<file path="src/hdl/iate_pkg.sv">
// Package for the indexed array table engine: command and status codes,
// sequencer states, table capacity and shared types. No dependencies.
package iate_pkg;

    // Table capacity; the index fields on the ports are sized for it
    localparam int DEPTH = 64;

    typedef enum logic [3:0] {
        CMD_INSERT   = 4'd0,
        CMD_UPDATE   = 4'd1,
        CMD_REMOVE   = 4'd2,
        CMD_RANGE    = 4'd3,
        CMD_KEYS     = 4'd4,
        CMD_GET      = 4'd5,
        CMD_MAX      = 4'd6,
        CMD_MIN      = 4'd7,
        CMD_MAXPOS   = 4'd8,
        CMD_MINPOS   = 4'd9,
        CMD_FREQ     = 4'd10,
        CMD_CONTAINS = 4'd11,
        CMD_FIRST    = 4'd12,
        CMD_LAST     = 4'd13,
        CMD_CLEAR    = 4'd14,
        CMD_NONE     = 4'd15
    } cmd_t;

    localparam logic [2:0] ST_OK       = 3'd0;
    localparam logic [2:0] ST_POS      = 3'd1;
    localparam logic [2:0] ST_EMPTY    = 3'd2;
    localparam logic [2:0] ST_ARG      = 3'd3;
    localparam logic [2:0] ST_NOTFOUND = 3'd4;
    localparam logic [2:0] ST_FULL     = 3'd5;

    typedef enum logic [2:0] {
        S_IDLE,
        S_READ,
        S_WAIT,
        S_STEP,
        S_DONE
    } state_t;

    // Compare unit request and answer
    typedef struct packed {
        logic        want_max;
        logic [31:0] a;
        logic [31:0] b;
        logic [31:0] key;
    } cmp_req_t;

    typedef struct packed {
        logic better;
        logic equal;
    } cmp_rsp_t;

endpackage

</file>
<file path="src/hdl/indexed_array_table_engine.sv">
// Packed table of signed 32-bit values with a fill count. One command per
// item, one result per item. Scanning commands (insert, removals, searches)
// walk the stored entries through the entry memory and shared compare
// unit, one entry at a time (read, then compare or move); update, clear and
// argument errors skip the walk, and get reads a single entry. A result
// waits in S_DONE until m_tready takes it. The block takes one item at a
// time; s_tready is high only while idle. There is no clearing pass at reset.
module indexed_array_table_engine (
    input  logic        aclk,
    input  logic        aresetn,
    input  logic        s_tvalid,
    output logic        s_tready,
    // tuser: kind[3:0]
    input  logic [3:0]  s_tuser,
    // tdata: value[31:0], index[37:32], index_end[43:38], zero[47:44]
    input  logic [47:0] s_tdata,
    output logic        m_tvalid,
    input  logic        m_tready,
    // tdata: status[2:0], data[34:3], position[40:35], match_count[47:41],
    // found[48], fill[55:49]
    output logic [55:0] m_tdata
);
    import iate_pkg::*;

    localparam int AW = (DEPTH > 1) ? $clog2(DEPTH) : 1;
    localparam int CW = $clog2(DEPTH + 1);

    state_t state_reg, state_next;
    logic [CW-1:0] used_reg, used_next;
    cmd_t          cmd_reg, cmd_next;
    logic [31:0]   val_reg, val_next;
    logic [CW-1:0] idx_reg, idx_next, iend_reg, iend_next;
    // i: read pointer, w: write pointer, best: extreme or match position
    logic [CW-1:0] i_reg, i_next, w_reg, w_next, best_reg, best_next;
    logic [31:0]   bval_reg, bval_next;
    logic [CW-1:0] cnt_reg, cnt_next;
    logic          hit_reg, hit_next;
    logic [2:0]    st_reg, st_next;
    logic [55:0]   out_reg, out_next;

    logic          we;
    logic [AW-1:0] waddr, raddr;
    logic [31:0]   wdata, rdata;
    cmp_req_t      creq;
    cmp_rsp_t      crsp;

    iate_mem #(.AW(AW)) u_mem (
        .aclk(aclk), .we(we), .waddr(waddr), .wdata(wdata),
        .raddr(raddr), .rdata(rdata)
    );
    iate_cmp u_cmp (.req(creq), .rsp(crsp));

    assign s_tready = (state_reg == S_IDLE);
    assign m_tvalid = (state_reg == S_DONE);
    assign m_tdata  = out_reg;
    assign creq.want_max = (cmd_reg == CMD_MAX) || (cmd_reg == CMD_MAXPOS);
    assign creq.a   = rdata;
    assign creq.b   = bval_reg;
    assign creq.key = val_reg;

    // Control and payload registers
    always_ff @(posedge aclk) begin
        if (!aresetn) begin
            state_reg <= S_IDLE;
            used_reg  <= '0;
        end else begin
            state_reg <= state_next;
            used_reg  <= used_next;
        end
        cmd_reg <= cmd_next;   val_reg <= val_next;
        idx_reg <= idx_next;   iend_reg <= iend_next;
        i_reg <= i_next;       w_reg <= w_next;
        best_reg <= best_next; bval_reg <= bval_next;
        cnt_reg <= cnt_next;   hit_reg <= hit_next;
        st_reg <= st_next;
        out_reg <= out_next;
    end

    // Sequencer
    always_comb begin
        logic [CW-1:0] pos_o, cnt_o;
        logic [31:0]   data_o;
        logic          is_ext;
        state_next = state_reg; used_next = used_reg;
        cmd_next = cmd_reg; val_next = val_reg; idx_next = idx_reg;
        iend_next = iend_reg; i_next = i_reg; w_next = w_reg;
        best_next = best_reg; bval_next = bval_reg; cnt_next = cnt_reg;
        hit_next = hit_reg; st_next = st_reg;
        out_next = out_reg;
        we = 1'b0; waddr = w_reg[AW-1:0]; wdata = rdata;
        raddr = i_reg[AW-1:0];
        pos_o = '0; cnt_o = '0; data_o = '0;
        is_ext = (cmd_reg == CMD_MAX) || (cmd_reg == CMD_MIN) ||
                 (cmd_reg == CMD_MAXPOS) || (cmd_reg == CMD_MINPOS);
        unique case (state_reg)
            S_IDLE: begin
                if (s_tvalid) begin
                    cmd_next  = cmd_t'(s_tuser);
                    val_next  = s_tdata[31:0];
                    idx_next  = CW'(s_tdata[37:32]);
                    iend_next = CW'(s_tdata[43:38]);
                    cnt_next = '0; hit_next = 1'b0;
                    st_next = ST_OK;
                    state_next = S_READ;
                end
            end
            S_READ: begin
                // Check arguments and set up the walk
                state_next = S_DONE;
                priority case (cmd_reg)
                    CMD_INSERT: begin
                        if (idx_reg > used_reg) st_next = ST_POS;
                        else if (used_reg >= CW'(DEPTH)) st_next = ST_FULL;
                        else begin
                            // move up from the top: read i-1, write i
                            i_next = used_reg;
                            state_next = S_WAIT;
                        end
                    end
                    CMD_UPDATE, CMD_REMOVE, CMD_GET: begin
                        if (used_reg == '0) st_next = ST_EMPTY;
                        else if (idx_reg >= used_reg) st_next = ST_POS;
                        else if (cmd_reg == CMD_UPDATE) begin
                            we = 1'b1; waddr = idx_reg[AW-1:0]; wdata = val_reg;
                        end else if (cmd_reg == CMD_GET) begin
                            i_next = idx_reg; state_next = S_WAIT;
                        end else begin
                            w_next = idx_reg; i_next = idx_reg + 1'b1;
                            used_next = used_reg - 1'b1;
                            state_next = S_WAIT;
                        end
                    end
                    CMD_RANGE: begin
                        if (idx_reg > iend_reg) st_next = ST_ARG;
                        else if (iend_reg >= used_reg) st_next = ST_POS;
                        else begin
                            w_next = idx_reg; i_next = iend_reg + 1'b1;
                            used_next = used_reg - (iend_reg - idx_reg) - 1'b1;
                            state_next = S_WAIT;
                        end
                    end
                    CMD_CLEAR: used_next = '0;
                    CMD_NONE: st_next = ST_EMPTY;
                    default: begin
                        if (used_reg == '0) st_next = ST_EMPTY;
                        else begin
                            if (cmd_reg == CMD_FIRST || cmd_reg == CMD_LAST)
                                st_next = ST_NOTFOUND;
                            i_next = (cmd_reg == CMD_LAST) ? used_reg - 1'b1 : '0;
                            w_next = '0; best_next = '0;
                            state_next = S_WAIT;
                        end
                    end
                endcase
            end
            S_WAIT: begin
                // Issue the read of the current entry, or finish once the walk is done
                if (cmd_reg == CMD_INSERT) begin
                    if (i_reg == idx_reg) begin
                        we = 1'b1; waddr = idx_reg[AW-1:0]; wdata = val_reg;
                        used_next = used_reg + 1'b1;
                        state_next = S_DONE;
                    end else begin
                        raddr = AW'(i_reg - 1'b1);
                        state_next = S_STEP;
                    end
                end else if ((cmd_reg == CMD_REMOVE || cmd_reg == CMD_RANGE) &&
                             w_reg >= used_reg) begin
                    state_next = S_DONE;
                end else begin
                    state_next = S_STEP;
                end
            end
            S_STEP: begin
                state_next = S_WAIT;
                unique case (cmd_reg)
                    CMD_INSERT: begin
                        we = 1'b1; waddr = i_reg[AW-1:0];
                        i_next = i_reg - 1'b1;
                    end
                    CMD_REMOVE, CMD_RANGE: begin
                        we = 1'b1; w_next = w_reg + 1'b1; i_next = i_reg + 1'b1;
                    end
                    CMD_GET: begin
                        bval_next = rdata; state_next = S_DONE;
                    end
                    CMD_KEYS: begin
                        if (!crsp.equal) begin
                            we = 1'b1; w_next = w_reg + 1'b1;
                        end
                        i_next = i_reg + 1'b1;
                        if (i_reg + 1'b1 >= used_reg) begin
                            used_next = crsp.equal ? w_reg : w_reg + 1'b1;
                            state_next = S_DONE;
                        end
                    end
                    CMD_LAST: begin
                        if (crsp.equal) begin
                            best_next = i_reg; st_next = ST_OK;
                            state_next = S_DONE;
                        end else if (i_reg == '0) state_next = S_DONE;
                        i_next = i_reg - 1'b1;
                    end
                    default: begin
                        if (is_ext) begin
                            if (i_reg == '0 || crsp.better) begin
                                best_next = i_reg; bval_next = rdata;
                            end
                        end else if (crsp.equal) begin
                            cnt_next = cnt_reg + 1'b1; hit_next = 1'b1;
                            if (cmd_reg == CMD_FIRST) begin
                                best_next = i_reg; st_next = ST_OK;
                                state_next = S_DONE;
                            end
                        end
                        i_next = i_reg + 1'b1;
                        if (i_reg + 1'b1 >= used_reg) state_next = S_DONE;
                    end
                endcase
            end
            S_DONE: begin
                if (m_tready) state_next = S_IDLE;
            end
            default: state_next = S_IDLE;
        endcase

        // Build the result item when leaving the work states
        if (state_next == S_DONE && state_reg != S_DONE) begin
            if (st_next == ST_OK || st_next == ST_NOTFOUND) begin
                if (cmd_reg == CMD_GET || cmd_reg == CMD_MAX || cmd_reg == CMD_MIN)
                    data_o = bval_next;
                if (cmd_reg == CMD_MAXPOS || cmd_reg == CMD_MINPOS ||
                    cmd_reg == CMD_FIRST || cmd_reg == CMD_LAST)
                    pos_o = best_next;
                if (cmd_reg == CMD_FREQ) cnt_o = cnt_next;
            end
            if (st_next == ST_NOTFOUND) pos_o = '0;
            out_next = {7'(used_next),
                        (cmd_reg == CMD_CONTAINS) && hit_next && st_next == ST_OK,
                        7'(cnt_o), 6'(pos_o), data_o, st_next};
        end
    end
endmodule

</file>
<file path="src/hdl/iate_cmp.sv">
// Shared compare unit: signed better-than and equality against the key.
// Depends on iate_pkg.
module iate_cmp (
    input  iate_pkg::cmp_req_t req,
    output iate_pkg::cmp_rsp_t rsp
);
    import iate_pkg::*;

    // Signed order and key match
    always_comb begin
        rsp.better = req.want_max ? ($signed(req.a) > $signed(req.b))
                                  : ($signed(req.a) < $signed(req.b));
        rsp.equal  = (req.a == req.key);
    end
endmodule

</file>
<file path="src/hdl/iate_mem.sv">
// Entry store: one write port, one registered read port.
// Depends on nothing.
module iate_mem #(
    parameter int AW = 6
) (
    input  logic          aclk,
    input  logic          we,
    input  logic [AW-1:0] waddr,
    input  logic [31:0]   wdata,
    input  logic [AW-1:0] raddr,
    output logic [31:0]   rdata
);
    logic [31:0] mem [2**AW];

    // Write and registered read
    always_ff @(posedge aclk) begin
        if (we) begin
            mem[waddr] <= wdata;
        end
        rdata <= mem[raddr];
    end
endmodule

</file>
<file path="config.mk">
export PLATFORM = sky130hd
export DESIGN_NAME = indexed_array_table_engine
export DESIGN_NICKNAME = d
export VERILOG_FILES = /design/src/hdl/iate_pkg.sv /design/src/hdl/indexed_array_table_engine.sv /design/src/hdl/iate_cmp.sv /design/src/hdl/iate_mem.sv
export SDC_FILE = /design/constraint.sdc
export NUM_CORES = 2
export LEC_CHECK = 0
export ABC_CLOCK_PERIOD_IN_PS = 8250
export BUFFER_PORTS_ARGS = -buffer_cell sky130_fd_sc_hd__buf_2
export CAP_MARGIN = 20
export CORE_MARGIN = 2
export CORE_UTILIZATION = 30
export DETAILED_ROUTE_END_ITERATION = 7
export MAX_ROUTING_LAYER = met4
export PLACE_DENSITY = 0.46
export SYNTH_ARGS = -nofsm -noshare
export SYNTH_HDL_FRONTEND = slang
export SYNTH_HIERARCHICAL = 1
export SYNTH_SLANG_ARGS = --single-unit
</file>
<file path="constraint.sdc">
create_clock -name aclk -period 8.25 [get_ports aclk]
set_input_delay 0 -clock aclk [delete_from_list [all_inputs] [get_ports aclk]]
set_output_delay 0 -clock aclk [all_outputs]
set_load 0.01 [all_outputs]
</file>
# Word level (Yosys, flattened, before mapping)
# Memories as Yosys holds them, arrays and structs flattened. A register that Yosys moved wholly into a read port is not among the register bits.
# Index checks and enable logic that the tools add are counted.
dict set report op_classes {
  add_sub_neg 11
  magnitude_cmp 9
  n_eq_ne 38
  mux 128
  n_bitwise 2
  n_reduce_logical 39
}
# operator n
set op_table {}
lappend op_table {{$mux W32} 9}
lappend op_table {{$mux W7} 32}
lappend op_table {{$pmux W32 S2} 2}
lappend op_table {{$mux W6} 17}
lappend op_table {{$mux W3} 33}
lappend op_table {{$pmux W7 S2} 5}
lappend op_table {{$pmux W7 S3} 3}
lappend op_table {{$ne A3 B3 Y1 const B} 11}
lappend op_table {{$eq A32 B32 Y1} 1}
lappend op_table {{$eq A4 B4 Y1 const B} 8}
lappend op_table {{$gt A32 B32 Y1} 1}
lappend op_table {{$lt A32 B32 Y1} 1}
lappend op_table {{$pmux W3 S5} 2}
lappend op_table {{$add A7 B1 Y7 const B} 4}
lappend op_table {{$pmux W7 S4} 1}
lappend op_table {{$pmux W3 S4} 2}
lappend op_table {{$pmux W6 S2} 2}
lappend op_table {{$sub A7 B1 Y7 const B} 3}
lappend op_table {{$pmux W6 S3} 1}
lappend op_table {{$eq A4 B3 Y1 const B} 4}
lappend op_table {{$add A6 B1 Y7 const B} 2}
lappend op_table {{$ge A6 B7 Y1} 2}
lappend op_table {{$ge A7 B7 Y1} 2}
lappend op_table {{$logic_not A7 Y1} 2}
lappend op_table {{32 further kinds} 77}
dict set report word_totals {
  ff_bits 177
  ramBits 2048
  inputBits 56
  output_inout_bits 58
  elab_cells 245
  memories 1
}
# memory words width read_ports rd_clocked_by_memory_dff write_ports line_no
set memory_table {}
lappend memory_table {u_mem.mem 64 32 1 1 1 iate_mem.sv:13} ;# logic [31:0] mem [2**AW];

# Logic depth before layout (Yosys ltp)
dict set report depth {
  ltp_word 11
  ltp_mapped 17
  ltp_nobuf 15
}

# Hierarchy
# Netlist, hierarchy kept.
# mod instances cells_each area_each_um2 seq_area_each_um2
set by_module_without_submodules {}
lappend by_module_without_submodules {iate_mem 1 3511 79039.6 62139.6}
lappend by_module_without_submodules {indexed_array_table_engine 1 1001 10575.1 4724.5}
lappend by_module_without_submodules {iate_cmp 1 166 1228.7 0.0}

# Least setup slack after synthesis
# OpenSTA, ideal clock, no wires.
dict set report synth_path {
  kind {register to register}
  start {reg used_reg[3]}
  end {mem u_mem.mem[28][0], enable pin}
  setup_time_ns 0.421
  arrival_time_ns 5.290
  required_time_ns 7.829
  slack_ns 2.539
  stages_incl_launch_ff 18
  n_path_buf 5
  synth_period_minus_slack_ns 5.711
  cell_sequence {dfxtp_1 -> clkbuf_1 -> inv_1 -> ha_1 -> and4b_1 -> o21a_1 -> a21oi_1 -> nand2_1 -> o32ai_1 -> buf_2 -> buf_2 -> a22oi_1 -> o21ai_0 -> clkbuf_1 -> or3b_2 -> or2_2 -> clkbuf_1 -> nor2_1}
}
dict set report synth_between {
  elab_cells_between_ends 12
  classes_between {order compare: 1; mux: 10; reduce/logical: 1}
}
# item line_no
set synth_lines {}
lappend synth_lines {{start: declaration} indexed_array_table_engine.sv:29} ;# logic [CW-1:0] used_reg, used_next;
lappend synth_lines {{start signal: assignment} indexed_array_table_engine.sv:68} ;# used_reg <= used_next;
lappend synth_lines {{$ge A6 B7 Y1} indexed_array_table_engine.sv:122} ;# else if (idx_reg >= used_reg) st_next = ST_POS;
lappend synth_lines {{$mux W6} indexed_array_table_engine.sv:122}
lappend synth_lines {{$mux W6 (*)} indexed_array_table_engine.sv:121} ;# if (used_reg == '0) st_next = ST_EMPTY;
lappend synth_lines {{$mux W6 (*)} indexed_array_table_engine.sv:110} ;# priority case (cmd_reg)
lappend synth_lines {{$pmux W6 S3 (*)} indexed_array_table_engine.sv:95} ;# unique case (state_reg)
lappend synth_lines {{via waddr[2]} indexed_array_table_engine.sv:42} ;# logic [AW-1:0] waddr, raddr;
lappend synth_lines {{end: declaration} iate_mem.sv:13}
# Mark *: on every way through the listed nets, which the timed path passes. The rest lies on a longest branch.

# Final worst setup path
dict set report layout_path {
  start {reg used_reg[3]}
  end {mem u_mem.mem[40][5], enable pin}
}
# The elaborated chain is that of the path after synthesis.

==> metrics <==
nets@finish=5216; die area=0.307 mm^2; max reg flops=2048; Worst Max-Slew Pin Slew=1.16 ns; final routed DRC violation total=0; clock tree root driver cell=clkbuf_16; Max Buffers Root-to-Sink=4; TNS Setup=0 ns; final worst-path cycle share=78.6%; Worst path top cell family by delay=simple AND/OR/NAND/NOR gates; post-synthesis xor/xnor area fraction=0.771%; CTS tree=done; Starting Density=30.1%; global-route wire length before repair=380000 um; largest area contributor in the netlist=edfxtp_1; synthesized area=0.0908 mm^2; drt wl/cell=29.4 um; clk slew on worst S/H paths=0.07 ns; Lkg Pwr=33.6 nW; number of global-route vias before repair=48500; dominant cell by count in the synthesized netlist=edfxtp_1; post-route ant nets=0; Synth Area in Compound Gates=4.66%; Final Hold Viols=0; Placed Area=0.0971 mm^2; Post-Syn Nets=4820; mux share of post-synthesis cell area=14.2%; IO Pins=114; Top FF cell, synth=edfxtp_1; HPWL after DPL=163000 um; Port Buffers=109; crit path time final=6.48 ns; Sink Count=2257; Reg2Reg Setup Slack=1.77 ns; synth top area cells=edfxtp_1, mux4_2, mux2i_1; Worst-Skew Late Latency=0.91 ns; crit end category=flip-flop; Max Slew Vio Count=0; Crit Path Max Fanout=19; Synth Area in Adders=1.24%; Synth warnings=6; Layout area overhead=16.8%; Critical Path RT=8.80 ns; outcome=finished clean; Max-Cap Viols=0; fin area=0.106 mm^2; max incr delay on CP=1.05 ns; Die Ht=554 um; EDFF count, synth=2166; Yosys cell types=89; Slew headroom=22.6%; total number of vias=48000; Peak VDD IR=166 uV; HP Class=input pin to flip-flop; Slowest cell on crit path=nor2_4; grt ovf=0; fmax=154 MHz; drt pass-1 iters=5; die width=554 um; Synth Area in Simple Gates=3.46%; CTS H-tree depth=4; CTS buffer count=242; initial antenna violation count=13; crit start category=flip-flop; Syn Inst Count=4678; RSZ-0062 raised after global routing=no; vias per inst=5.18; GP Congestion=0.862; post-synth top area share=71.6%; Seq cells post-synth=2257; Post-Route WL=272000 um; Core ar.=0.302 mm^2; WP data arrival=7.03 ns; share of cells above drive strength 1=24.6%; Mapped Avg Cell Area=19.4 um^2; pin count of the biggest net entering global routing=87; crit path kind=flip-flop to flip-flop; Buffers & Inverters on Critical Path=2; Post-synth top cells=edfxtp_1, mux4_2, mux2i_1; # rows=202; skew final=0.0625 ns; Starting DRT DRC Count=5240; PD cells=251 mW/mm^2; asr flop ratio synth=0%; critical path, cell by cell=inv_1 -> ha_1 -> a211oi_1 -> nor3_2 -> a21oi_1 -> nand2_1 -> o32ai_4 -> a22oi_1 -> o21ai_1 -> nand4b_1 -> nor2_4 -> buf_4; Finish-stage setup viols=0; main combinational cell family by area after synthesis=multiplexers; Largest Register=u_mem/mem; post-synthesis sequential area ratio=73.6%; Tot GR Track Use=17.9%
-- layout make-up --
cell class / instances / area (um^2)
well taps: 3978 / 4980
flip-flops and latches: 2257 / 66900
repair buffers: 411 / 3300
clock buffers: 296 / 6370
multi-input cells: 2074 / 22700
fillers: 28100 / 196000
inverters: 88 / 330
clock inverters: 144 / 1480
diodes: 11 / 27.5
-- where the power goes --
| group | leakage [nW] | switching [W] | total [W] | internal [W] |
|---|---|---|---|---|
| registers | 20.3 | 0.000173 | 0.0133 | 0.0131 |
| clock network | 3.83 | 0.00452 | 0.0109 | 0.00636 |
| logic | 9.55 | 0.00173 | 0.00244 | 0.000710 |
-- worst min-delay path: cells and delay by family --
kind            cells  cell delay (ns)
buf+inv             2             0.71
simple gates        1             0.11
compound gates      1             0.09
-- layout by cell type (no fill, tap or decap), types with 87 or more instances in the layout --
master            n
buf_2           109
o21ai_0          87
edfxtp_1       2166
dfxtp_1          91
clkbuf_16       244
mux4_2          446
buf_4           180
nand2_1         129
a22oi_1         134
mux2i_1         212
dlygate4sd3_1   102
-- per-layer routing --
layer	share of wire, %	up-vias	track usage (%)
li1	-	20200	-
met1	45	25900	24.9
met2	46	1603	27.3
met3	6.5	343	3.23
met4	2.1	0	3.91
met5	0	-	-
-- through the flow --
stage	std cells	power [W]	utilization, %	hold slack, ns	setup WS [ns]
final	9259	0.0266	35.1	0.0953	1.77
after global routing	9252	0.0275	35.1	0.0914	1.46
after CTS	9246	0.0269	35.1	0.0272	1.80
after detailed placement	8704	0.0159	32.2	0.178	1.86
after global placement	8702	0.0159	32.1	0.180	1.91
after floorplan	4678	0.0148	-	0.0989	2.54
-- repair_timing --
item | in CTS | in global routing
endpoints found under the hold margin | 75 | 0
hold buffers | 102 | 0
setup buffers | 0 | 0
gates resized for setup | 0 | 0
-- cell families (layout without fill, tap and decap cells) --
group,count (synthesis),after routing
AOI/OAI and AO/OA,608,608
adders and majority gates,86,86
and+or+nand+nor,577,577
buffers and inverters,347,939
xor gates and xnor gates,80,80
muxes,723,723
other,0,11
DFF,2257,2257
-- final timing paths --
path | cells after the start | to | start
hold / removal | 4 | used_reg[5] | aresetn
setup / recovery | 12 | u_mem/mem[40][5] | used_reg[3]
hold reg to reg | 1 | hit_reg | hit_reg
setup reg to reg | 12 | u_mem/mem[40][5] | used_reg[3]
No activity file was read; power rests on OpenSTA's default activity.
